`config.mk`:
```
export PLATFORM = sky130hd
export DESIGN_NAME = qrs_sqrt
export DESIGN_NICKNAME = d
export VERILOG_FILES = /design/src/rtl/qrs_sqrt.sv
export SDC_FILE = /design/constraint.sdc
export NUM_CORES = 2
export LEC_CHECK = 0
export BUFFER_PORTS_ARGS = -buffer_cell sky130_fd_sc_hd__buf_2
export CORE_ASPECT_RATIO = 0.8
export CORE_MARGIN = 4
export CORE_UTILIZATION = 60
export DETAILED_ROUTE_END_ITERATION = 8
export GPL_ROUTABILITY_DRIVEN = 0
export PLACE_DENSITY = 0.75
export SETUP_SLACK_MARGIN = 0.1
export SYNTH_ARGS = -nofsm -noshare
export SYNTH_HDL_FRONTEND = slang
export SYNTH_SLANG_ARGS = --single-unit
```
`constraint.sdc`:
```
create_clock -name clk -period 6.19 [get_ports clk]
set_input_delay 0.3095 -clock clk [delete_from_list [all_inputs] [get_ports clk]]
set_output_delay 0.3095 -clock clk [all_outputs]
set_load 0.1 [all_outputs]
```
`src/rtl/qrs_sqrt.sv`:
```
// Pipelined digit-by-digit square root, one result bit per stage.
// Root of d * 4^FRAC_BITS with exactness flag; tag rides along. No dependencies.
module qrs_sqrt
#(
    parameter int SP        = 34,
    parameter int FRAC_BITS = 16,
    parameter int TW        = 8
)
(
    input  logic                     clk,
    input  logic                     rst_n,
    input  logic                     en,
    input  logic                     in_valid,
    input  logic [2*(SP-FRAC_BITS)-1:0] d_in,
    input  logic [TW-1:0]            tag_in,
    output logic                     out_valid,
    output logic [SP-1:0]            root,
    output logic                     exact,
    output logic [TW-1:0]            tag_out
);

    localparam int DW = 2*(SP-FRAC_BITS);
    localparam int RW = SP + 2;

    logic          vld_reg  [SP];
    logic [RW-1:0] rem_reg  [SP];
    logic [SP-1:0] root_reg [SP];
    logic [DW-1:0] d_reg    [SP];
    logic [TW-1:0] tag_reg  [SP];

    for (genvar j = 0; j < SP; j++)
    begin : g_stage
        localparam int I = SP - 1 - j;
        logic          v_in;
        logic [RW-1:0] r_in, r_cat, trial, rem_next;
        logic [SP-1:0] q_in, root_next;
        logic [DW-1:0] dd_in;
        logic [TW-1:0] t_in;
        logic [1:0]    pair;
        logic          ge;

        if (j == 0)
        begin : g_first
            assign v_in  = in_valid;
            assign r_in  = '0;
            assign q_in  = '0;
            assign dd_in = d_in;
            assign t_in  = tag_in;
        end
        else
        begin : g_next
            assign v_in  = vld_reg[j-1];
            assign r_in  = rem_reg[j-1];
            assign q_in  = root_reg[j-1];
            assign dd_in = d_reg[j-1];
            assign t_in  = tag_reg[j-1];
        end

        if (I >= FRAC_BITS)
        begin : g_pair
            assign pair = dd_in[2*(I-FRAC_BITS)+1 -: 2];
        end
        else
        begin : g_zero
            assign pair = 2'b00;
        end

        always_comb
        begin
            r_cat     = {r_in[RW-3:0], pair};
            trial     = {q_in, 2'b01};
            ge        = (r_cat >= trial);
            rem_next  = ge ? (r_cat - trial) : r_cat;
            root_next = {q_in[SP-2:0], ge};
        end

        always_ff @(posedge clk or negedge rst_n)
        begin
            if (!rst_n)
            begin
                vld_reg[j] <= 1'b0;
            end
            else if (en)
            begin
                vld_reg[j] <= v_in;
            end
        end

        always_ff @(posedge clk)
        begin
            if (en)
            begin
                rem_reg[j]  <= rem_next;
                root_reg[j] <= root_next;
                d_reg[j]    <= dd_in;
                tag_reg[j]  <= t_in;
            end
        end
    end

    assign out_valid = vld_reg[SP-1];
    assign root      = root_reg[SP-1];
    assign exact     = (rem_reg[SP-1] == '0);
    assign tag_out   = tag_reg[SP-1];

endmodule

```
==> results_dict.tcl <==
set metrics [dict create \
    end_kind "flop" \
    placed_cell_area_um2 117000 \
    grt_pass1_wl_um 382000 \
    crit_chain "inv_1 -> ha_1 -> fa_1 -> a211oi_1 -> o21ai_0 -> a31oi_1 -> o31a_1 -> o221ai_1 -> a221o_1 -> nor4b_1 -> nor2_4 -> mux2_2" \
    p_clk_frac 0.283 \
    antenna_found_initial 4 \
    syn_area_per_cell_um2 12.3 \
    routed_wl_um 243000 \
    fp-row-count 142 \
    pwr-share-seq 0.466 \
    critPathMaxStageDelay_ns 0.74 \
    crit_buf_inv 1 \
    synthFlopType "edfxtp_1" \
    tns_ns 0 \
    nNetsFinal 10200 \
    clockRootBuffer "clkbuf_16" \
    finalSetupViolations 0 \
    status "finished, final reports clean" \
    fin_area_um2 125000 \
    cp_max_fo 49 \
    fin_worst_skew_ns 0.0742 \
    largest_register_ffs 1106 \
    leakagePower_nw 48.4 \
    power-per-cell-area_nw_per_um2 376 \
    drt_iter0_markers 7620 \
    p_comb_frac 0.251 \
    cts_tree "built" \
    async_flop_share 0.0148 \
    cp_top_family "compound AO/OA/AOI/OAI gates" \
    firstDrtPassIters 9 \
    overflow 0 \
    yosysSeqAreaShare 0.606 \
    worst_pin_slew_ns 1.35 \
    cap_violations 0 \
    p_total_w 0.0470 \
    synth_cell_types 91 \
    core_um2 188000 \
    critPathKind "flop to flop" \
    io_buffers 91 \
    grt_usage 0.244 \
    area_growth_pct 9.98 \
    cts_made_buffers 217 \
    swShare 0.304 \
    start_util 0.605 \
    min_period_over_period 0.798 \
    layout-drive-gt1-share 0.0732 \
    cts_buffer_depth 3 \
    synth_warnings 0 \
    ir_drop_mv 0.289 \
    synth_cells 9270 \
    routed_via_density 5.97 \
    arrival_ns 5.53 \
    die_w_um 494 \
    required_ns 6.79 \
    clock_latency_ns 0.85 \
    syn-num-nets 9935 \
    die_y_um 397 \
    holdCritPathClass "primary input to flop" \
    report.final.hold_viol_count 0 \
    netlist_area_um2 114000 \
    layout_commonest_cell "edfxtp_1" \
    hpwl_um 174000 \
    synth_edf_count 2264 \
    grt_setup_unrepaired "no" \
    layout_common_cells "edfxtp_1, inv_1, nand2_1" \
    intPower_w 0.0327 \
    synth-seq-cells 2298 \
    fmax_mhz 202 \
    fin_crit_ns 4.94 \
    start_kind "flop" \
    diodes 0 \
    cts_sinks 2298 \
    critical-path-slowest-cell "nor4b_1" \
    slew_viol_final 0 \
    grt_pass1_vias 69800 \
    dr_total_vias 72900 \
    post_cts_resized 0 \
    drc 0 \
    nFillCells 13300 \
    max-slew-margin-rel 0.0736 \
    p_sw_w 0.0143 \
    detail-route-antenna-nets 0 \
    fp.dieArea_um2 196000 \
    wl_per_cell_um 19.8 \
    ios 92 \
    grt_max_degree 187 \
    clk_pin_slew_worst_paths_ns 0.06 \
    h-tree-depth 4 \
]
## stage by stage
step	hold slack [ns]	setup slack (ns)	util	instances
after global placement	0.385	1.41	0.624	11800
after global routing	0.112	0.965	0.665	12200
after floorplan	0.0139	2.32	-	9270
after CTS	0.0893	1.26	0.665	12200
after detailed placement	0.405	1.31	0.624	11800
final	0.158	1.25	0.665	12200
## synth_stat cells (all sizes together) (61+ instances only)
master	n	share of area
o21bai	61	0.0040
inv	758	0.025
xnor2	424	0.033
nand3	169	0.0074
nor3	233	0.010
nand4	64	0.0035
nor4	124	0.0069
clkbuf	135	0.0045
nand2	694	0.023
nor2	573	0.019
o21a	98	0.0065
nor2b	74	0.0041
edfxtp	2264	0.60
nand2b	104	0.0057
mux2	148	0.015
ha	601	0.066
xor2	453	0.035
a21oi	602	0.027
or3	90	0.0050
a21o	271	0.018
o21ai	563	0.025
## worst paths after layout
| path | from | to | slack, ns | cells after the start |
|---|---|---|---|---|
| worst min-delay path | d_in[3] | d_reg[0][3] | 0.16 | 2 |
| worst max-delay path | rem_reg[28][1] | rem_reg[29][2] | 1.25 | 12 |
| worst max register to register | rem_reg[28][1] | rem_reg[29][2] | 1.25 | 12 |
| worst min register to register | tag_reg[14][3] | tag_reg[15][3] | 0.35 | 0 |
| max in group asynchronous | rst_n | g_stage[7].v_in | 5.49 | 2 |
| min in group asynchronous | rst_n | out_valid | 0.23 | 2 |
## repair_timing
item / 4_1_cts / 5_1_grt
hold endpoints to repair: 86 / 0
setup buffers: 0 / 0
hold buffers: 48 / 0
## final cells by class
type | instances | area, um^2 | area share
Sequential cell | 2298 | 68800 | 0.551
Multi-Input combinational cell | 6046 | 41300 | 0.331
Clock buffer | 255 | 5620 | 0.0450
Tap cell | 2520 | 3150 | 0.0252
Inverter | 759 | 2850 | 0.0228
Clock inverter | 146 | 1590 | 0.0127
Timing Repair Buffer | 202 | 1560 | 0.0125
## worst register-to-register path: cells and delay by family, from the launching register on
kind,cells,cell delay (ns)
fa+ha+maj,2,0.66
mux,1,0.43
compound gates,6,1.93
flops,1,0.43
buf+inv,1,0.09
simple gates,2,1.14
## layer usage
layer	up-vias	part of all wire	GRT usage
li1	34600	-	-
met3	436	0.084	0.0482
met2	2788	0.44	0.369
met1	35100	0.44	0.358
met4	2	0.033	0.0775
met5	-	0.000029	0
## kinds of logic after synthesis
group	count (synthesis)	synth area share
flip-flops	2298	0.606
AO/OA/AOI/OAI	1998	0.109
AND/OR/NAND/NOR	2399	0.103
adder cells (fa/ha/maj)	617	0.0690
buffers and inverters	926	0.0310
other	1	0.0000330
XOR/XNOR	877	0.0676
multiplexers	154	0.0152
## power by group through the flow
stage                     combinational (W)  sequential [W]  clock, W
final                                0.0118          0.0219    0.0133
after detailed placement             0.0115          0.0222         0
after global placement               0.0110          0.0221         0
after floorplan                     0.00881          0.0215         0
after CTS                            0.0116          0.0219    0.0136
after global routing                 0.0130          0.0221    0.0143
Power figures use the tool's default switching activity.
