<file path="src/rtl/qrs_pkg.sv">
// Shared types and constants for the quadratic root solver.
// No dependencies.
package qrs_pkg;

    localparam int OUT_BITS        = 34;
    localparam int ZERO_BAND_SCALE = 1000000;

    typedef enum logic [1:0] {
        KIND_NONE    = 2'd0,
        KIND_DOUBLE  = 2'd1,
        KIND_REAL    = 2'd2,
        KIND_COMPLEX = 2'd3
    } kind_t;

    typedef struct packed {
        logic  valid;
        kind_t kind;
        logic  neg1;
        logic  neg2;
    } fin_ctrl_t;

    typedef struct packed {
        kind_t                      kind;
        logic signed [OUT_BITS-1:0] second;
        logic signed [OUT_BITS-1:0] first;
    } result_t;

endpackage

</file>
<file path="src/rtl/qrs_disc.sv">
// Front end: registers coefficients, forms products, discriminant and class.
// Depends on qrs_pkg.
module qrs_disc
    import qrs_pkg::*;
#(
    parameter int COEF_BITS = 16,
    parameter int FRAC_BITS = 16
)
(
    input  logic                                 clk,
    input  logic                                 rst_n,
    input  logic                                 en,
    input  logic                                 in_valid,
    input  logic signed [COEF_BITS-1:0]          coef_a,
    input  logic signed [COEF_BITS-1:0]          coef_b,
    input  logic signed [COEF_BITS-1:0]          coef_c,
    output logic                                 out_valid,
    output logic        [2*COEF_BITS+3:0]        d_abs,
    output kind_t                                kind,
    output logic                                 a_neg,
    output logic signed [COEF_BITS+FRAC_BITS:0]  k_val,
    output logic        [COEF_BITS:0]            m_val
);

    localparam int PW = 2*COEF_BITS + 3;
    localparam int DW = 2*COEF_BITS + 4;
    localparam int KW = COEF_BITS + FRAC_BITS + 1;
    localparam int MW = COEF_BITS + 1;

    logic                          v1_reg, v2_reg, v3_reg;
    logic signed [COEF_BITS-1:0]   a1_reg, b1_reg, c1_reg, a2_reg, b2_reg;
    logic signed [2*COEF_BITS-1:0] bb_reg, ac_reg;
    logic signed [2*COEF_BITS-1:0] bb_next, ac_next;
    logic        [DW-1:0]          dabs_reg, dabs_next;
    kind_t                         kind_reg, kind_next;
    logic                          aneg_reg, aneg_next;
    logic signed [KW-1:0]          k_reg, k_next;
    logic        [MW-1:0]          m_reg, m_next;
    logic signed [PW-1:0]          d;
    logic signed [MW-1:0]          a_ext, b_ext, b_sel;

    always_comb
    begin
        bb_next   = b1_reg * b1_reg;
        ac_next   = a1_reg * c1_reg;
        d         = PW'(bb_reg) - (PW'(ac_reg) <<< 2);
        a_ext     = MW'(a2_reg);
        b_ext     = MW'(b2_reg);
        aneg_next = a2_reg[COEF_BITS-1];
        b_sel     = aneg_next ? b_ext : -b_ext;
        k_next    = KW'(b_sel) <<< FRAC_BITS;
        m_next    = MW'(aneg_next ? -a_ext : a_ext) << 1;
        dabs_next = DW'(d[PW-1] ? -d : d);
        if (a2_reg == '0)
        begin
            kind_next = KIND_NONE;
        end
        else if (d == '0)
        begin
            kind_next = KIND_DOUBLE;
        end
        else if (!d[PW-1])
        begin
            kind_next = KIND_REAL;
        end
        else
        begin
            kind_next = KIND_COMPLEX;
        end
    end

    always_ff @(posedge clk or negedge rst_n)
    begin
        if (!rst_n)
        begin
            v1_reg <= 1'b0;
            v2_reg <= 1'b0;
            v3_reg <= 1'b0;
        end
        else if (en)
        begin
            v1_reg <= in_valid;
            v2_reg <= v1_reg;
            v3_reg <= v2_reg;
        end
    end

    always_ff @(posedge clk)
    begin
        if (en)
        begin
            a1_reg   <= coef_a;
            b1_reg   <= coef_b;
            c1_reg   <= coef_c;
            a2_reg   <= a1_reg;
            b2_reg   <= b1_reg;
            bb_reg   <= bb_next;
            ac_reg   <= ac_next;
            dabs_reg <= dabs_next;
            kind_reg <= kind_next;
            aneg_reg <= aneg_next;
            k_reg    <= k_next;
            m_reg    <= m_next;
        end
    end

    assign out_valid = v3_reg;
    assign d_abs     = dabs_reg;
    assign kind      = kind_reg;
    assign a_neg     = aneg_reg;
    assign k_val     = k_reg;
    assign m_val     = m_reg;

endmodule

</file>
<file path="config.mk">
export PLATFORM = sky130hd
export DESIGN_NAME = qrs_disc
export DESIGN_NICKNAME = d
export VERILOG_FILES = /design/src/rtl/qrs_pkg.sv /design/src/rtl/qrs_disc.sv
export SDC_FILE = /design/constraint.sdc
export NUM_CORES = 2
export LEC_CHECK = 0
export ABC_CLOCK_PERIOD_IN_PS = 18200
export BUFFER_PORTS_ARGS = -buffer_cell sky130_fd_sc_hd__buf_4
export CORE_UTILIZATION = 55
export DETAILED_ROUTE_END_ITERATION = 6
export HOLD_SLACK_MARGIN = 0.03
export PLACE_DENSITY = 0.8
export SLEW_MARGIN = 10
export SYNTH_ARGS = -nofsm -noshare
export SYNTH_HDL_FRONTEND = slang
export SYNTH_SLANG_ARGS = --single-unit
</file>
<file path="constraint.sdc">
create_clock -name clk -period 18.2 [get_ports clk]
set_input_delay 0.91 -clock clk [delete_from_list [all_inputs] [get_ports clk]]
set_output_delay 0.91 -clock clk [all_outputs]
set_load 0.005 [all_outputs]
</file>
==> impl_metrics.toml <==
[setup_path]
cp_slowest_cell = "edfxtp_1"
path_max_fanout = 20
crit_family = "adder cells"
worstPathArrival_ps = 7440
crit_required_ps = 18500
crit_buf_inv = 3
critPathKind = "reg2reg"
slowest_delay_ps = 840
critPathMostFrequentCell = "fa_1"
setup.worst_path.end_class = "flip-flop"
crit_chain = "inv_1, nor2_1, fa_1, fa_1, fa_1, fa_1, fa_1, inv_1, fa_1, inv_1, ha_1, a21o_1, a21o_1, a21oi_1, o21ai_0, a21o_1, a31o_2, a21oi_1, o21bai_1, a21oi_1, xnor2_1"
ff2ff_setup_slack_ps = 11060
startpoint_type = "flip-flop"

[synthesis]
synth-edff-count = 213
synth_ff_type = "edfxtp_1"
ys_warn_count = 0
avgSynthCellArea_um2 = 10.1
yosysUniqueCellTypes = 78
ys_seq_elements = 216
synth-seq-area-share_pct = 22.4
synthCells = 2855
ys_async_sr_fraction_pct = 1.39
syn_area_um2 = 28900

[cells_and_area]
n_antenna_cell = 0
mostFrequentLayoutCell = "inv_1"
drive_gt1_share_pct = 7.20
largest_register_ffs = 36
syn2layout_area_growth_pct = 8.31
layout_common_cells = "inv_1 (663), fa_1 (497), nand2_1 (254)"
layout.nets = 3689

[floorplan]
initial_core_util_pct = 56.0
io-pin-count = 142
die_height_um = 231
rows = 83
die-width_um = 231
core_area_um2 = 51600
dieArea_um2 = 53500

[global_routing]
overflow = 0
grt_max_degree = 90
antenna_found_initial = 0
first_global_vias = 21517
grt_pass1_wl_mm = 107
grtUsageTotal_pct = 25.3

[clocking]
h-tree-depth = 1
cts_tree = "yes"
cts_buffers = 27
cts_setup_buffers = 0
cts_resized = 0
clock_latency_ps = 580
cts_hold_buf = 0
cts_sinks = 216
clockBufferDepth = 3
clk_pin_slew_ps = 60
clock-root-buffer = "clkbuf_16"

[route]
ant_nets = 0
wirelength_mm = 63.9
first_pass_iters = 5
met2_length_mm = 32.1
drcViolationCount = 0
drt-initial-drc-count = 1294
wl_per_cell_um = 17.6
via_count = 20064
highest_layer = "met4"
avgViaCountPerCell = 5.51
wl_met3_mm = 3.82
m1WireLength_mm = 26.0

[place]
post-place-ws_ps = 11090
gp_congestion = 0.937
dp_hpwl_mm = 51.9
placement.io_buffers = 124

[sta]
setup_viol = 0
drv_slew = 0
period_needed_ps = 7140
max_slew_margin_pct = 15.5
grt_setup_unrepaired = "false"
period_share_pct = 39.2
hold_viol = 0
fmax_mhz = 140
setup-tns-final_ps = 0
clock_skew_ps = 41.8
worst_pin_slew_ps = 1270
final.setup.worst_slack_ps = 11060

[run_status]
status = "finished clean"

[min_path]
holdCritPathClass = "in2async"

[job]
maxCapViolCount = 0
stage by stage:
stage | hold WS [ps] | cell area, um2 | utilization [%] | instances
6_report | 117 | 31300 | 60.7 | 3639
3_5_place_dp | 470 | 30400 | 58.9 | 3589
4_1_cts | 89.0 | 31300 | 60.7 | 3639
2_1_floorplan | 424 | 29000 | - | 2872
3_3_place_gp | 474 | 30400 | 58.9 | 3589
5_1_grt | 91.8 | 31300 | 60.7 | 3639
layer usage:
metal	GRT usage (%)	vias to the layer above
li1	-	9055
met1	33.9	10173
met2	43.3	681
met3	2.52	155
met4	7.82	0
met5	0	-
logic make-up (layout without fill, tap and decap cells):
kind of cell | count (synthesis) | after routing | synth area share (%)
buffers and inverters | 756 | 843 | 10.1
adders and majority gates | 699 | 699 | 43.2
and+or+nand+nor | 692 | 692 | 11.9
AOI/OAI and AO/OA | 332 | 332 | 7.57
DFF | 216 | 216 | 22.4
xor gates and xnor gates | 151 | 151 | 4.58
muxes | 8 | 8 | 0.303
other | 1 | 18 | 0.0130
final timing paths:
path / startpoint / endpoint / cells past startpoint
setup / recovery: b1_reg[15] / bb_reg[27] / 21
hold reg to reg: a2_reg[0] / m_val[1] / 0
max in group asynchronous: rst_n / v2_reg / 1
setup reg to reg: b1_reg[15] / bb_reg[27] / 21
min in group clk: a2_reg[0] / m_val[1] / 0
hold / removal: rst_n / v1_reg / 1
cell usage after synthesis, drive strengths merged (27+ instances only):
cell	count	area, um2
and2	178	1120
clkbuf	66	248
nand2	254	953
o21ai	57	289
edfxtp	213	6400
buf	27	176
inv	663	2490
xor2	42	368
ha	202	2530
nor2	122	458
fa	497	9950
a21o	38	285
xnor2	109	955
a21oi	102	510
layout make-up:
cell class | count | area [um2]
fill | 4105 | 20300
multi-input combinational | 1900 | 19600
sequential | 216 | 6470
inverter | 663 | 2490
timing repair buffer | 130 | 983
tap | 680 | 851
clock buffer | 31 | 711
clock inverter | 19 | 218
worst register-to-register path, delay by kind of cell (launching register included):
family          cells  cell delay [ps]
fa+ha+maj           7             3420
compound gates      9             1590
flops               1              840
buf+inv             3              590
simple gates        1              370
xor+xnor            1               80
Power is left out: the tool's default activity adds up to more than one toggle a clock period on the data nets, which glitch-free logic cannot reach.
