File: src/rtl/qrs_div.sv
// Pipelined restoring unsigned divider, one quotient bit per stage.
// Divisor and tag ride along with the dividend. No dependencies.
module qrs_div
#(
    parameter int NW = 35,
    parameter int MW = 17,
    parameter int TW = 3
)
(
    input  logic          clk,
    input  logic          rst_n,
    input  logic          en,
    input  logic          in_valid,
    input  logic [NW-1:0] num,
    input  logic [MW-1:0] den,
    input  logic [TW-1:0] tag_in,
    output logic          out_valid,
    output logic [NW-1:0] quo,
    output logic [TW-1:0] tag_out
);

    logic          vld_reg [NW];
    logic [MW-1:0] rem_reg [NW];
    logic [NW-1:0] quo_reg [NW];
    logic [NW-1:0] num_reg [NW];
    logic [MW-1:0] den_reg [NW];
    logic [TW-1:0] tag_reg [NW];

    for (genvar j = 0; j < NW; j++)
    begin : g_stage
        logic          v_in, ge;
        logic [MW-1:0] r_in, m_in, rem_next;
        logic [MW:0]   r2, diff;
        logic [NW-1:0] q_in, n_in, quo_next;
        logic [TW-1:0] t_in;

        if (j == 0)
        begin : g_first
            assign v_in = in_valid;
            assign r_in = '0;
            assign q_in = '0;
            assign n_in = num;
            assign m_in = den;
            assign t_in = tag_in;
        end
        else
        begin : g_next
            assign v_in = vld_reg[j-1];
            assign r_in = rem_reg[j-1];
            assign q_in = quo_reg[j-1];
            assign n_in = num_reg[j-1];
            assign m_in = den_reg[j-1];
            assign t_in = tag_reg[j-1];
        end

        always_comb
        begin
            r2       = {r_in, n_in[NW-1-j]};
            diff     = r2 - {1'b0, m_in};
            ge       = (r2 >= {1'b0, m_in});
            rem_next = ge ? diff[MW-1:0] : r2[MW-1:0];
            quo_next = {q_in[NW-2:0], ge};
        end

        always_ff @(posedge clk or negedge rst_n)
        begin
            if (!rst_n)
            begin
                vld_reg[j] <= 1'b0;
            end
            else if (en)
            begin
                vld_reg[j] <= v_in;
            end
        end

        always_ff @(posedge clk)
        begin
            if (en)
            begin
                rem_reg[j] <= rem_next;
                quo_reg[j] <= quo_next;
                num_reg[j] <= n_in;
                den_reg[j] <= m_in;
                tag_reg[j] <= t_in;
            end
        end
    end

    assign out_valid = vld_reg[NW-1];
    assign quo       = quo_reg[NW-1];
    assign tag_out   = tag_reg[NW-1];

endmodule

File: config.mk
export PLATFORM = sky130hd
export DESIGN_NAME = qrs_div
export DESIGN_NICKNAME = d
export VERILOG_FILES = /design/src/rtl/qrs_div.sv
export SDC_FILE = /design/constraint.sdc
export NUM_CORES = 2
export LEC_CHECK = 0
export BUFFER_PORTS_ARGS = -buffer_cell sky130_fd_sc_hd__buf_2
export CAP_MARGIN = 10
export CORE_MARGIN = 3
export CORE_UTILIZATION = 63
export DETAILED_ROUTE_END_ITERATION = 10
export PLACE_DENSITY = 0.83
export SLEW_MARGIN = 20
export SYNTH_ARGS = -nofsm -noshare
export SYNTH_HDL_FRONTEND = slang
export SYNTH_SLANG_ARGS = --single-unit
File: constraint.sdc
create_clock -name clk -period 3.8 [get_ports clk]
set_input_delay 0.95 -clock clk [delete_from_list [all_inputs] [get_ports clk]]
set_output_delay 0.95 -clock clk [all_outputs]
set_load 0.01 [all_outputs]
==> flow_metrics.py <==
metrics = {
    "global_routing": {
        "grt_pass1_wl_um": 315100,
        "grt_pass1_vias": 60350,
        "grt_overflow": 0,
        "antenna_found_initial": 0,
        "grt_max_degree": 129,
        "globalRouteTotalUtil_pct": 21.86,
    },
    "critical_path": {
        "max_stage_delay_ns": 0.43,
        "worstPathCellList": "inv_1 -> ha_1 -> inv_1 -> fa_1 -> a21oi_2 -> o21ai_0 -> a31o_2 -> a2111o_1 -> a21oi_1 -> o21a_1 -> inv_1 -> a31o_2 -> a211o_1",
        "crit_slowest_cell": "fa_1",
        "crit_type": "reg -> reg",
        "r2r-start": "num_reg[11][22]",
        "crit_path_end_kind": "flip-flop",
        "crit_buf_inv": 3,
        "required_ns": 4.39,
        "crit_family": "compound AO/OA/AOI/OAI gates",
        "path_max_fanout": 5,
        "arrival_ns": 4.27,
        "rrSetupSlack_ns": 0.12,
        "ff2ff_path_depth": 13,
        "critPathMostFrequentCell": "inv_1",
        "rr_endpoint": "rem_reg[12][15]",
        "cp-start-kind": "flip-flop",
    },
    "clock_tree": {
        "root_buffer": "clkbuf_16",
        "clkSlewWorstSetupHoldPaths_ns": 0.06,
        "cts.sinks": 2521,
        "clk_latency_ns": 0.86,
        "cts_htree_levels": 4,
        "hold_buffers": 0,
        "cts_setup_buffers": 0,
        "clockBufferDepth": 3,
        "cts_tree": "built",
        "ctsResizeCount": 0,
        "numCtsBuffers": 241,
    },
    "power": {
        "power_density_mw_per_mm2": 795.3,
        "p_sw_uw": 30850,
        "clkPwrFrac_pct": 24.8,
        "pwr-share-seq_pct": 41.8,
        "combPwrFrac_pct": 33.3,
        "ir_drop_v": 0.0005109,
        "p_leak_uw": 0.04725,
        "p_int_uw": 66250,
        "switching_share_pct": 31.77,
        "power_uw": 97100,
    },
    "logic_synthesis": {
        "synth-seq-area-share_pct": 69.00,
        "syn_area_per_cell_um2": 14.56,
        "syn_inst": 7520,
        "syn_area_mm2": 0.1095,
        "mappedNetlistNets": 8192,
        "synthDistinctLibCells": 79,
        "synth-seq-cells": 2521,
        "synth-edff-count": 2486,
        "synth_flop_cell": "edfxtp_1",
        "ys_warn_count": 0,
        "async_flop_share_pct": 1.388,
    },
    "route": {
        "firstDrtPassIters": 8,
        "wire_per_inst_um": 18.68,
        "wirelength_um": 194700,
        "num_vias": 60100,
        "drtIter0Drc": 4929,
        "vias_per_cell": 5.764,
        "drcViolationCount": 0,
        "ant_nets": 0,
    },
    "finish": {
        "nFillCells": 10850,
        "largest_reg_flops": 630,
        "drive_above_1_share_pct": 11.67,
        "fin_area_mm2": 0.1221,
        "layout.nets": 8570,
        "area_delta_synth_final_pct": 11.54,
        "antenna_cells": 0,
        "utilization_pct": 70.93,
    },
    "placement": {
        "dpl_cell_area_mm2": 0.1139,
        "port-buffer-count": 97,
        "place_ws_ns": 0.1416,
        "dp_hpwl_um": 130800,
        "gp_congestion": 0.9286,
    },
    "die": {
        "start_util_pct": 63.59,
        "core_area_mm2": 0.1721,
        "die_h_um": 422.8,
        "ioPinCount": 98,
        "rows": 152,
        "die_w_um": 422.8,
        "die-area_mm2": 0.1788,
    },
    "timing": {
        "post-route-worst-setup-slack_ns": 0.1208,
        "relSlewSlack_pct": 25.84,
        "hold_violations": 0,
        "clock_skew_ns": 0.03603,
        "fin_crit_sh_pct": 96.82,
        "fin_crit_ns": 3.679,
        "tightest_slew_ns": 1.112,
        "rsz0062_at_grt": "false",
        "fin_tns_setup_ns": 0,
        "fmax_mhz": 271.8,
        "setup_viol": 0,
        "report.final.slew_viol_count": 0,
    },
    "outcome": {
        "status": "finished clean",
    },
    "hold_path": {
        "hold_path_class": "in -> async",
    },
    "run": {
        "drv_cap": 0,
    },
}
## power by group through the flow
stage	clock, uW	combinational, uW	sequential, uW
6_report	24100	32300	40600
5_1_grt	25800	35900	41100
4_1_cts	24700	32000	40600
3_5_place_dp	0	31400	41100
3_3_place_gp	0	30300	41000
2_1_floorplan	0	24500	39700
## how the worst max path moves through the flow
stage / cells past startpoint / end / slack, ns / start
floorplan: 13 / rem_reg[11][10] / 0.38 / num_reg[10][23]
CTS: 12 / rem_reg[14][0] / 0.06 / num_reg[13][20]
finish: 13 / rem_reg[12][15] / 0.12 / num_reg[11][22]
global placement: 12 / rem_reg[6][13] / 0.29 / num_reg[5][28]
detailed placement: 12 / rem_reg[6][13] / 0.14 / num_reg[5][28]
global route: 13 / rem_reg[12][13] / 0.002 / num_reg[11][22]
## stage by stage
stage	cells	hold WS [ns]
after floorplan	7520	0.4003
after global placement	9965	0.4005
after detailed placement	9965	0.4045
after CTS	10430	0.1173
after global routing	10430	0.1791
final	10430	0.1729
## layer usage
layer	wire [um]	global-route usage, %	vias to the layer above
li1	-	-	28850
met1	84080	29.78	29160
met2	94030	36.15	1634
met3	10130	3.428	454
met4	6510	7.764	0
met5	0	0	-
## kinds of logic (layout without fill, tap and decap cells)
logic type	Yosys count	in the layout	synth area share, %
AO/OA/AOI/OAI	1589	1589	9.052
buffers and inverters	826	1422	2.860
AND/OR/NAND/NOR	1237	1237	5.283
flip-flops	2521	2521	69.00
adder cells (fa/ha/maj)	613	613	7.234
XOR/XNOR	433	433	3.465
multiplexers	301	301	3.104
## layout by cell type (no fill, tap or decap), types with 18 or more instances in the layout
master,n
nand3_1,67
o21ai_0,408
a21oi_1,451
fa_1,33
and3_1,37
dfrtp_1,35
o21bai_1,97
clkbuf_16,245
xnor2_1,248
inv_1,730
mux2_2,275
nor2b_1,63
clkinv_1,50
o211ai_1,29
a31oi_1,46
mux2i_1,18
or3_1,22
a21o_1,217
edfxtp_1,2486
buf_12,30
nand2b_1,45
bufinv_16,28
buf_2,96
nand4_1,81
a211oi_1,58
buf_4,104
and2_1,18
o31a_1,23
xor2_1,185
nor2_1,326
o31ai_1,43
or2_2,23
ha_1,580
clkbuf_1,45
clkinv_2,41
nand2_1,407
o21a_1,52
nor3_1,93
## Yosys cell counts, types with 9 or more instances
| cell type | n | share of area [%] |
|---|---|---|
| mux2i_1 | 18 | 0.16 |
| o21a_1 | 52 | 0.36 |
| or3_1 | 22 | 0.13 |
| nor3_1 | 93 | 0.43 |
| a31o_2 | 10 | 0.080 |
| a31oi_1 | 46 | 0.26 |
| a21o_1 | 217 | 1.5 |
| dfrtp_1 | 35 | 0.80 |
| buf_2 | 12 | 0.055 |
| o21bai_1 | 97 | 0.67 |
| o211ai_1 | 29 | 0.20 |
| a211oi_1 | 59 | 0.40 |
| o21ai_1 | 14 | 0.064 |
| ha_1 | 580 | 6.6 |
| o21ai_0 | 413 | 1.9 |
| nor2_1 | 326 | 1.1 |
| o31ai_1 | 44 | 0.30 |
| mux2_2 | 275 | 2.8 |
| nor4_1 | 14 | 0.080 |
| o31a_1 | 23 | 0.18 |
| a21oi_1 | 455 | 2.1 |
| edfxtp_1 | 2486 | 68 |
| o41ai_1 | 15 | 0.12 |
| nor2b_1 | 63 | 0.36 |
| nand2b_1 | 45 | 0.26 |
| clkbuf_1 | 79 | 0.27 |
| and2_1 | 18 | 0.10 |
| xnor2_1 | 248 | 2.0 |
| inv_1 | 730 | 2.5 |
| nand4_1 | 81 | 0.46 |
| a41oi_1 | 12 | 0.096 |
| and3_1 | 37 | 0.21 |
| xor2_1 | 185 | 1.5 |
| nand3b_1 | 16 | 0.11 |
| a21boi_0 | 16 | 0.11 |
| nand3_1 | 67 | 0.31 |
| fa_1 | 33 | 0.60 |
| a211o_1 | 11 | 0.088 |
| or2_2 | 23 | 0.13 |
| nand2_1 | 407 | 1.4 |
| and4_1 | 9 | 0.072 |
## final cells by class
cell class	instances	area [um2]	share of cell area, %
clock buffers	297	6396	5.239
inverters	731	2744	2.247
repair buffers	230	1862	1.525
multi-input cells	4173	30940	25.34
well taps	2310	2890	2.367
clock inverters	164	1732	1.418
flip-flops and latches	2521	75530	61.86
No activity file was read; power rests on OpenSTA's default activity.
