==> config.mk <==
export PLATFORM = sky130hd
export DESIGN_NAME = qrs_finish
export DESIGN_NICKNAME = d
export VERILOG_FILES = /design/src/rtl/qrs_pkg.sv /design/src/rtl/qrs_finish.sv
export SDC_FILE = /design/constraint.sdc
export NUM_CORES = 1
export LEC_CHECK = 0
export ABC_AREA = 1
export BUFFER_PORTS_ARGS = -buffer_cell sky130_fd_sc_hd__buf_4
export CAP_MARGIN = 20
export CORE_UTILIZATION = 53
export DETAILED_ROUTE_END_ITERATION = 8
export HOLD_SLACK_MARGIN = 0.1
export PLACE_DENSITY = 0.75
export SYNTH_ARGS = -nofsm -noshare
export SYNTH_HDL_FRONTEND = slang
export SYNTH_SLANG_ARGS = --single-unit
==> constraint.sdc <==
create_clock -name clk -period 7.68 [get_ports clk]
set_input_delay 0.768 -clock clk [delete_from_list [all_inputs] [get_ports clk]]
set_output_delay 0.768 -clock clk [all_outputs]
set_load 0.02 [all_outputs]
==> src/rtl/qrs_pkg.sv <==
// Shared types and constants for the quadratic root solver.
// No dependencies.
package qrs_pkg;

    localparam int OUT_BITS        = 34;
    localparam int ZERO_BAND_SCALE = 1000000;

    typedef enum logic [1:0] {
        KIND_NONE    = 2'd0,
        KIND_DOUBLE  = 2'd1,
        KIND_REAL    = 2'd2,
        KIND_COMPLEX = 2'd3
    } kind_t;

    typedef struct packed {
        logic  valid;
        kind_t kind;
        logic  neg1;
        logic  neg2;
    } fin_ctrl_t;

    typedef struct packed {
        kind_t                      kind;
        logic signed [OUT_BITS-1:0] second;
        logic signed [OUT_BITS-1:0] first;
    } result_t;

endpackage

==> src/rtl/qrs_finish.sv <==
// Saturation, near-zero band, sign and the output register with skid stage.
// Depends on qrs_pkg. Drives the pipeline advance enable.
module qrs_finish
    import qrs_pkg::*;
#(
    parameter int NW        = 35,
    parameter int FRAC_BITS = 16
)
(
    input  logic            clk,
    input  logic            rst_n,
    input  fin_ctrl_t       ctrl,
    input  logic [NW-1:0]   mag1,
    input  logic [NW-1:0]   mag2,
    output logic            en,
    output logic            out_valid,
    input  logic            out_ready,
    output result_t         result
);

    localparam int XW = ((NW > OUT_BITS) ? NW : OUT_BITS) + 1;
    localparam logic [XW-1:0] LIM_NEG = XW'(1) << (OUT_BITS - 1);
    localparam logic [XW-1:0] LIM_POS = LIM_NEG - XW'(1);
    localparam logic [XW-1:0] ZBAND   = XW'((64'd1 << FRAC_BITS) / ZERO_BAND_SCALE);

    function automatic logic signed [OUT_BITS-1:0] fin(input logic [NW-1:0] mag,
                                                       input logic neg);
        logic [XW-1:0] mx;
        logic [XW-1:0] lim;
        logic [XW-1:0] sv;
        mx  = XW'(mag);
        lim = neg ? LIM_NEG : LIM_POS;
        if (mx > lim)
        begin
            mx = lim;
        end
        if (mx <= ZBAND)
        begin
            mx = '0;
        end
        sv = neg ? -mx : mx;
        return sv[OUT_BITS-1:0];
    endfunction

    logic    out_valid_reg, skid_valid_reg;
    result_t out_reg, skid_reg;
    result_t fin_res;
    logic    in_fire;

    always_comb
    begin
        fin_res.kind   = ctrl.kind;
        fin_res.first  = fin(mag1, ctrl.neg1);
        fin_res.second = fin(mag2, ctrl.neg2);
        if (ctrl.kind == KIND_NONE)
        begin
            fin_res.first  = '0;
            fin_res.second = '0;
        end
    end

    assign en      = !skid_valid_reg;
    assign in_fire = ctrl.valid && en;

    always_ff @(posedge clk or negedge rst_n)
    begin
        if (!rst_n)
        begin
            out_valid_reg  <= 1'b0;
            skid_valid_reg <= 1'b0;
        end
        else if (out_valid_reg && !out_ready)
        begin
            if (in_fire)
            begin
                skid_valid_reg <= 1'b1;
            end
        end
        else
        begin
            out_valid_reg  <= skid_valid_reg || in_fire;
            skid_valid_reg <= 1'b0;
        end
    end

    always_ff @(posedge clk)
    begin
        if (out_valid_reg && !out_ready)
        begin
            if (in_fire)
            begin
                skid_reg <= fin_res;
            end
        end
        else
        begin
            out_reg <= skid_valid_reg ? skid_reg : fin_res;
        end
    end

    assign out_valid = out_valid_reg;
    assign result    = out_reg;

endmodule

==> results.json, run 1 <==
{
  "rsz0062_at_grt": "false",
  "syn_avg_cell_area_um2": 7.59,
  "syn_inst": 1354,
  "syn2layout_area_growth_pct": 17.6,
  "cts_tree": "built",
  "grt_pass1_wl_um": 42600,
  "grt_usage": 0.273,
  "worstPathRequired_ps": 7870,
  "synth.top_cell.area_share": 0.409,
  "reg2reg_slack_ps": 4820,
  "endpoint": "skid_reg[28]$_DFFE_PP_",
  "routed_via_density": 5.33,
  "io_buffers": 149,
  "ys_top_cells_by_area": "edfxtp_1 41%, nand2_1 19%, ha_1 8.5%, nand3_1 5.5%, inv_1 4.2%",
  "max_freq_mhz": 194,
  "cts-root-buf": "clkbuf_16",
  "p_leak_uw": 0.00584,
  "yosys.area_share.simple": 0.361,
  "path_cells": "buf_4, clkinv_1, ha_1, nand4_2, nor3_2, nand2_1, nor2_1, nand4_1, nand3_2, inv_1, a21oi_1, ha_1, inv_1, nand2_1, nand2_1, inv_1, nand3_2, a21oi_2, nand4_1, and3_1",
  "drt_wl_total_um": 26700,
  "synth_adder_area_share": 0.0852,
  "yosysWarnings": 0,
  "maxCapViolCount": 0,
  "ir_worst_vdd_mv": 0.173,
  "grt_max_degree": 75,
  "synth_compound_area_frac": 0.0668,
  "synth_ff_type": "edfxtp_1",
  "htree_levels": 4,
  "reg2reg_from": "skid_valid_reg$_DFFE_PN0P_",
  "first_global_vias": 8491,
  "postCtsResizedCells": 0,
  "fin_worst_skew_ps": 8.41,
  "worstRegToRegCells": 5,
  "synth_top_family_by_area": "simple AND/OR/NAND/NOR gates",
  "synthXorXnorAreaFrac": 0,
  "tns_ps": 0,
  "yosysTopAreaCell": "edfxtp_1",
  "cp-start-kind": "input port",
  "min_period_ps": 5160,
  "row_count": 50,
  "fillers": 1697,
  "vias": 9333,
  "fp.dieW_um": 141,
  "synth_most_common_cell": "nand2_1",
  "drt-pass1-iter-count": 6,
  "clock_sinks": 142,
  "slew_headroom": 0.309,
  "crit_slowest_cell": "buf_4",
  "synth-seq-area-share": 0.414,
  "finalHoldViolCount": 0,
  "crit_path_end_kind": "flop",
  "cpPeakStageDelay_ps": 550,
  "status": "completed",
  "postCtsSetupBuffers": 0,
  "tightest_slew_ps": 1040,
  "chipHeight_um": 141,
  "synth_edf_count": 140,
  "netlist_area_mm2": 0.0103,
  "nNetsFinal": 1627,
  "synth-seq-cells": 142,
  "cts_buffers": 17,
  "wire_per_inst_um": 15.2,
  "antenna_found_initial": 0,
  "start_util": 0.546,
  "arrival_ps": 5350,
  "setup_viol": 0,
  "path_max_fanout": 63,
  "drv_slew": 0,
  "p_per_area_mw_per_mm2": 204,
  "crit_start": "ctrl[1]",
  "antennaDiodeCount": 0,
  "place_area_mm2": 0.0115,
  "clk_pin_slew_ps": 70,
  "synth-async-reset-ratio": 0.0141,
  "grt.overflow.total": 0,
  "first_iter_violations": 732,
  "detailed_place_hpwl_um": 19200,
  "clock_path_buffers": 2,
  "fin_area_mm2": 0.0121,
  "pin_count": 150,
  "gp_congestion": 0.945,
  "r2r-end": "skid_reg[63]$_DFFE_PP_",
  "critical_path_class": "in2reg",
  "die_area_mm2": 0.0200,
  "syn_nets": 1502,
  "min_path_type": "reg2reg",
  "drtAntennaViolNets": 0,
  "drive_gt1_frac": 0.176,
  "core-area_mm2": 0.0188,
  "ys_types": 44,
  "drc_errors": 0,
  "synthMuxAreaShare": 0,
  "clk_latency_ps": 430,
  "final.period_utilization": 0.672,
  "synthTopCellsByCount": "515 x nand2_1, 140 x edfxtp_1, 116 x inv_1"
}
-- final cells by class --
class                      instances  area, um2  share of cell area
inverter                         123        462              0.0382
multi-input combinational       1038       5300               0.438
tap                              260        325              0.0269
clock buffer                      17        425              0.0352
timing repair buffer             157       1180              0.0977
sequential                       142       4260               0.352
clock inverter                    15        145              0.0120
-- metrics by stage --
step           total power, uW  cells  hold slack [ps]  worst slack [ps]   util
3_3_place_gp              1660   1719              496              2290  0.611
4_1_cts                   2470   1752              516              2590  0.642
5_1_grt                   2590   1752              525              2060  0.642
6_report                  2470   1752              515              2520  0.642
3_5_place_dp              1670   1719              501              2170  0.611
2_1_floorplan             1450   1354              472              1650      -
-- per-layer routing --
layer / track usage / wire length [um] / up-vias
met2: 0.431 / 11900 / 318
met5: 0 / 0 / -
li1: - / - / 4757
met3: 0.0422 / 1630 / 29
met4: 0.0744 / 318 / 0
met1: 0.391 / 12800 / 4229
-- kinds of logic (layout without fill, tap and decap cells) --
logic type	count (synthesis)	after routing
flip-flops	142	142
AND/OR/NAND/NOR	848	848
buffers and inverters	174	312
adder cells (fa/ha/maj)	70	70
AO/OA/AOI/OAI	120	120
-- critical path, delay by kind of cell --
family | cells | cell delay [ps]
compound gates | 2 | 600
fa+ha+maj | 2 | 660
simple gates | 11 | 1880
buf+inv | 5 | 1400
-- layout by cell type (no fill, tap or decap), drive strengths merged --
cell and instances:
nor3 6, a21o 4, o21ai 59, o211ai 2, nand3 118, clkinvlp 1, and2 1, ha 70
a31oi 1, o31ai 1, nor2 120, edfxtp 140, and3 17, o21a 2, o311ai 1, buf 156
clkbuf 17, nor4 1, or2 3, clkinv 6, dfrtp 2, nand4 39, nand3b 6, nand2 534
a21oi 50, inv 131, dlygate4sd3 1, nor3b 3
-- power by group --
part / switching, uW / leakage (uW) / internal [uW]
Combinational: 443 / 0.00417 / 234
Sequential: 30.5 / 0.00139 / 959
Clock: 370 / 0.000279 / 431
-- how the worst min path moves through the flow --
stage	start	end	slack, ps	cells past startpoint
final	skid_reg[37]$_DFFE_PP_	result[37]$_DFFE_PN_	520	2
after global routing	skid_reg[39]$_DFFE_PP_	result[39]$_DFFE_PN_	520	2
after CTS	skid_reg[39]$_DFFE_PP_	result[39]$_DFFE_PN_	520	2
after detailed placement	skid_reg[0]$_DFFE_PP_	result[0]$_DFFE_PN_	500	2
after global placement	skid_reg[68]$_DFFE_PP_	result[68]$_DFFE_PN_	500	2
after floorplan	rst_n	out_valid$_DFFE_PN0N_	470	0
-- timing repair --
item	4_1_cts	5_1_grt
hold buffers	1	0
setup endpoints to repair	0	0
hold endpoints to repair	2	0
(Power assumes the default switching activity.)
==> run 2, diff against run 1 <==
--- a/config.mk
+++ b/config.mk
@@ -5,13 +5,13 @@
 export SDC_FILE = /design/constraint.sdc
 export NUM_CORES = 1
 export LEC_CHECK = 0
-export ABC_AREA = 1
+export ABC_AREA = 0
 export BUFFER_PORTS_ARGS = -buffer_cell sky130_fd_sc_hd__buf_4
 export CAP_MARGIN = 20
-export CORE_UTILIZATION = 53
+export CORE_UTILIZATION = 52
 export DETAILED_ROUTE_END_ITERATION = 8
 export HOLD_SLACK_MARGIN = 0.1
-export PLACE_DENSITY = 0.75
+export PLACE_DENSITY = 0.77
 export SYNTH_ARGS = -nofsm -noshare
 export SYNTH_HDL_FRONTEND = slang
 export SYNTH_SLANG_ARGS = --single-unit
==> constraint.sdc (replaced) <==
create_clock -name clk -period 4.74 [get_ports clk]
set_input_delay 0.474 -clock clk [delete_from_list [all_inputs] [get_ports clk]]
set_output_delay 0.474 -clock clk [all_outputs]
set_load 0.02 [all_outputs]
==> results.json, run 2 <==
{
  "maxCapViolCount": 0,
  "p_sw_uw": 1180,
  "clock_sinks": 142,
  "swShare": 0.304,
  "tns_ps": 0,
  "drive_gt1_frac": 0.237,
  "ys_types": 79,
  "clock_path_buffers": 2,
  "synth-seq-cells": 142,
  "r2r-end": "result[8]$_DFFE_PN_",
  "p_leak_uw": 0.00445,
  "path_buf_inv": 2,
  "reg2reg_slack_ps": 2170,
  "grt.overflow.total": 0,
  "place_area_mm2": 0.0110,
  "fin_area_mm2": 0.0116,
  "chipHeight_um": 137,
  "preCtsSetupSlack_ps": -188,
  "slew_headroom": 0.335,
  "synth-seq-area-share": 0.451,
  "core-area_mm2": 0.0175,
  "ir_worst_vdd_mv": 0.261,
  "synth_most_common_cell": "edfxtp_1",
  "rsz0062_at_grt": "false",
  "crit_start": "ctrl[0]",
  "wire_per_inst_um": 19.8,
  "drv_slew": 0,
  "fillers": 1352,
  "io_buffers": 149,
  "layout.cells.most_common": "buf_4",
  "grt_max_degree": 74,
  "fin_worst_skew_ps": 5.99,
  "p_int_uw": 2690,
  "clk_pin_slew_ps": 60,
  "cts_tree": "built",
  "tightest_slew_ps": 997,
  "drt_wl_total_um": 27300,
  "cpPeakStageDelay_ps": 410,
  "worstPathRequired_ps": 4880,
  "synthTopCellsByCount": "140 x edfxtp_1, 105 x nand2_1, 97 x nor2_1",
  "cp_top_family": "simple AND/OR/NAND/NOR gates",
  "finalHoldViolCount": 0,
  "clk_latency_ps": 410,
  "finalWorstSetupSlack_ps": 360,
  "drt-pass1-iter-count": 5,
  "grt_pass1_wl_um": 42000,
  "path_depth": 16,
  "drtAntennaViolNets": 0,
  "antennaDiodeCount": 0,
  "p_per_area_mw_per_mm2": 333,
  "syn_nets": 1125,
  "yosysWarnings": 0,
  "first_iter_violations": 897,
  "ys_top_cells_by_area": "edfxtp_1 45%, ha_1 9.3%, o21ai_0 4.9%, a21oi_1 4.4%, nand2_1 4.2%",
  "synth.top_cell.area_share": 0.446,
  "holdWs_ps": 279,
  "synth_ff_type": "edfxtp_1",
  "drc_errors": 0,
  "worstRegToRegCells": 4,
  "syn2layout_area_growth_pct": 23.5,
  "post-route-util": 0.667,
  "die_area_mm2": 0.0187,
  "yosysTopAreaCell": "edfxtp_1",
  "max_freq_mhz": 228,
  "first_global_vias": 7571,
  "antenna_found_initial": 0,
  "syn_avg_cell_area_um2": 9.65,
  "crit_slowest_cell": "or3b_1",
  "postCtsSetupBuffers": 0,
  "cts_buffers": 17,
  "final.period_utilization": 0.924,
  "endpoint": "result[56]$_DFFE_PN_",
  "synth_edf_count": 140,
  "path_cells": "buf_6, clkinv_1, ha_1, nand4b_1, nor4_2, o2111ai_1, and4_1, a21o_1, a21oi_1, ha_2, nand4_1, or2_2, or3_1, or3b_1, a211oi_1, o41ai_1",
  "detailed_place_hpwl_um": 19500,
  "routed_via_density": 6.24,
  "path_max_fanout": 38,
  "setup_viol": 0,
  "row_count": 48,
  "nNetsFinal": 1285,
  "cts-root-buf": "clkbuf_16",
  "min_path_type": "in2reg",
  "grt_usage": 0.298,
  "fp.dieW_um": 137,
  "multiInputGateArea_mm2": 0.00498,
  "power_frac_seq": 0.406,
  "crit_path_end_kind": "flop",
  "combPwrFrac": 0.235,
  "pin_count": 150,
  "netlist_area_mm2": 0.00943,
  "reg2reg_from": "skid_valid_reg$_DFFE_PN0P_",
  "min_period_ps": 4380,
  "vias": 8583,
  "critical_path_class": "in2reg",
  "status": "completed",
  "p_clk_frac": 0.359,
  "gp_congestion": 0.949,
  "start_util": 0.540,
  "synth-async-reset-ratio": 0.0141,
  "cp-start-kind": "input port",
  "htree_levels": 4,
  "arrival_ps": 4520,
  "final_cell_mix": "194 x buf_4, 140 x edfxtp_1, 105 x nand2_1",
  "syn_inst": 977,
  "seq_area_mm2": 0.00426
}
run 2: cell types whose count changed after synthesis, sizes merged, moves of 28 or more:
cell / change
inv: -113
nor3: +30
a21oi: +33
clkbuf: +28
nand2: -428
nand3: -102
o21ai: +41
run 2: cell type report:
cell class              count  share of cell area
multi-input cells         770               0.428
repair buffers            196               0.127
inverters                  10             0.00322
clock buffers              17              0.0365
clock inverters            15              0.0163
well taps                 225              0.0242
flip-flops and latches    142               0.365
run 2: per-layer routing:
layer | global-route usage | share of wire | vias up
met5 | 0 | 0 | -
met4 | 0.0784 | 0.015 | 0
met3 | 0.0481 | 0.086 | 34
met2 | 0.429 | 0.43 | 395
met1 | 0.461 | 0.47 | 4072
li1 | - | - | 4082
run 2: worst min-delay path by stage:
stage,start,endpoint,slack (ps),cells past startpoint
finish,ctrl[2],skid_reg[68]$_DFFE_PP_,280,1
global route,ctrl[2],skid_reg[68]$_DFFE_PP_,280,1
CTS,ctrl[2],skid_reg[68]$_DFFE_PP_,270,1
detailed placement,rst_n,out_valid$_DFFE_PN0N_,260,1
global placement,rst_n,out_valid$_DFFE_PN0N_,260,1
floorplan,rst_n,out_valid$_DFFE_PN0N_,180,0
run 2: timing repair:
action / 4_1_cts / 5_1_grt
setup endpoints to repair: 0 / 3
hold endpoints to repair: 2 / 0
hold buffers: 1 / 0
resized for setup: 0 / 1
run 2: cells by family after synthesis:
kind of cell             count (synthesis)  synth area share
flip-flops                             142             0.451
XOR/XNOR                                 5           0.00464
buffers and inverters                   65            0.0263
AND/OR/NAND/NOR                        367             0.196
AO/OA/AOI/OAI                          300             0.197
multiplexers                            28            0.0321
adder cells (fa/ha/maj)                 70            0.0929
run 2: power by group through the flow:
| stage | Sequential [uW] | Clock (uW) | Combinational [uW] |
|---|---|---|---|
| after floorplan | 1700 | 0 | 403 |
| after global placement | 1600 | 0 | 874 |
| after detailed placement | 1600 | 0 | 893 |
| after CTS | 1570 | 1400 | 902 |
| after global routing | 1580 | 1450 | 989 |
| final | 1570 | 1390 | 911 |
run 2: through the flow:
stage,cells,total power (uW)
3_5_place_dp,1342,2490
6_report,1375,3870
3_3_place_gp,1342,2470
2_1_floorplan,977,2100
4_1_cts,1375,3880
5_1_grt,1375,4020
run 2: worst reg2reg max path: stages, from the launching register on:
cell	delay (ps)
dfrtp_2	420
inv_1	500
nand2_1	560
buf_4	400
o31ai_1	440
==> run 3, diff against run 2 <==
--- a/config.mk
+++ b/config.mk
@@ -8,10 +8,12 @@
 export ABC_AREA = 0
 export BUFFER_PORTS_ARGS = -buffer_cell sky130_fd_sc_hd__buf_4
 export CAP_MARGIN = 20
-export CORE_UTILIZATION = 52
+export CELL_PAD_IN_SITES_DETAIL_PLACEMENT = 2
+export CELL_PAD_IN_SITES_GLOBAL_PLACEMENT = 2
+export CORE_UTILIZATION = 33
 export DETAILED_ROUTE_END_ITERATION = 8
 export HOLD_SLACK_MARGIN = 0.1
-export PLACE_DENSITY = 0.77
+export PLACE_DENSITY_LB_ADDON = 0.1
 export SYNTH_ARGS = -nofsm -noshare
 export SYNTH_HDL_FRONTEND = slang
 export SYNTH_SLANG_ARGS = --single-unit
==> results.json, run 3 (same netlist as run 2, synthesis figures left out) <==
{
  "status": "completed",
  "arrival_ps": 4460,
  "layout.cells.most_common": "buf_4",
  "power_uw": 3880,
  "p_leak_uw": 0.00444,
  "fillers": 3048,
  "ir_worst_vdd_mv": 0.172,
  "io_buffers": 149,
  "cts-root-buf": "clkbuf_16",
  "first_iter_violations": 542,
  "drtAntennaViolNets": 0,
  "antenna_found_initial": 0,
  "final_cell_mix": "196 x buf_4, 140 x edfxtp_1, 105 x nand2_1",
  "tightest_slew_ps": 1060,
  "finalHoldViolCount": 0,
  "grt_usage": 0.239,
  "crit_path_end_kind": "flop",
  "fp.dieW_um": 171,
  "chipHeight_um": 171,
  "rsz0062_at_grt": "false",
  "routed_via_density": 5.67,
  "drt_wl_total_um": 34200,
  "antennaDiodeCount": 0,
  "start_util": 0.338,
  "max_freq_mhz": 232,
  "wire_per_inst_um": 22.3,
  "grt_max_degree": 74,
  "clock_path_buffers": 2,
  "clock_sinks": 142,
  "cts_tree": "built",
  "htree_levels": 4,
  "min_period_ps": 4310,
  "first_global_vias": 8944,
  "clk_pin_slew_ps": 70,
  "row_count": 61,
  "pin_count": 150,
  "vias": 8674,
  "core-area_mm2": 0.0279,
  "holdWs_ps": 268,
  "post-route-util": 0.423,
  "nNetsFinal": 1287,
  "drive_gt1_frac": 0.237,
  "clk_latency_ps": 440,
  "drc_errors": 0,
  "grt.overflow.total": 0,
  "die_area_mm2": 0.0293,
  "postCtsSetupBuffers": 0,
  "gp_congestion": 0.814,
  "path_max_fanout": 18,
  "syn2layout_area_growth_pct": 25.3,
  "critical_path_class": "in2reg",
  "grt_pass1_wl_um": 53000,
  "drv_slew": 0,
  "p_per_area_mw_per_mm2": 328,
  "slew_headroom": 0.296,
  "min_path_type": "in2reg",
  "fin_worst_skew_ps": 16.4,
  "maxCapViolCount": 0,
  "worstPathRequired_ps": 4900,
  "cts_buffers": 17,
  "drt-pass1-iter-count": 5,
  "cp-start-kind": "input port",
  "detailed_place_hpwl_um": 25000,
  "setup_viol": 0,
  "final.period_utilization": 0.908
}
==> run 3: path summary, 6_finish.rpt <==
kind	from	slack (ps)	to	depth (start not counted)
worst max-delay path	ctrl[0]	430	result[56]$_DFFE_PN_	16
worst max register to register	skid_valid_reg$_DFFE_PN0P_	1780	result[11]$_DFFE_PN_	4
max in group asynchronous	rst_n	4270	skid_valid_reg$_DFFE_PN0P_	2
worst min-delay path	ctrl[2]	270	skid_reg[68]$_DFFE_PP_	1
min in group asynchronous	rst_n	370	skid_valid_reg$_DFFE_PN0P_	2
worst min register to register	skid_reg[30]$_DFFE_PP_	530	result[30]$_DFFE_PN_	2
==> run 3: repair_timing <==
| action | 4_1_cts | 5_1_grt |
|---|---|---|
| resized for setup | 0 | 0 |
| endpoints found under the hold margin | 2 | 0 |
| hold buffers | 1 | 0 |
==> run 3: metrics by stage <==
| stage | setup slack [ps] | TNS (ps) | instances | area (um2) |
|---|---|---|---|---|
| after floorplan | 2.17 | 0 | 977 | 9460 |
| after global placement | 158 | 0 | 1497 | 11200 |
| after detailed placement | -4.60 | -4.60 | 1497 | 11200 |
| after CTS | 429 | 0 | 1530 | 11800 |
| after global routing | 165 | 0 | 1530 | 11800 |
| final | 434 | 0 | 1530 | 11800 |
==> run 3: worst max-delay path, cell delays in order <==
cell and delay, ps:
buf_4 190, buf_12 180, ha_1 300, nand4b_1 150, nor4_2 400, o2111ai_1 160, and4_1 270, a21o_1 220
a21oi_1 240, ha_2 230, nand4_1 90, or2_2 350, or3_1 340, or3b_1 420, a211oi_1 340, o41ai_1 120
==> run 3: report_power, final <==
group	internal [uW]	switching, uW	leakage, uW
Combinational	354	585	0.00279
Sequential	1540	45.4	0.00138
Clock	702	654	0.000277
Total	2590	1280	0.00444
==> run 3: layer usage <==
metal	vias to the layer above	global-route usage	share of wire
met2	172	0.386	0.46
met5	-	0	0
met4	0	0.0540	0.012
li1	4083	-	-
met1	4387	0.338	0.49
met3	32	0.0310	0.034
==> run 3: layout make-up <==
class	instances	area [um2]	area share
clock buffers	17	425	0.0360
clock inverters	15	149	0.0126
inverters	10	37.5	0.00317
multi-input cells	770	4980	0.421
flip-flops and latches	142	4260	0.360
well taps	378	473	0.0400
repair buffers	198	1500	0.127
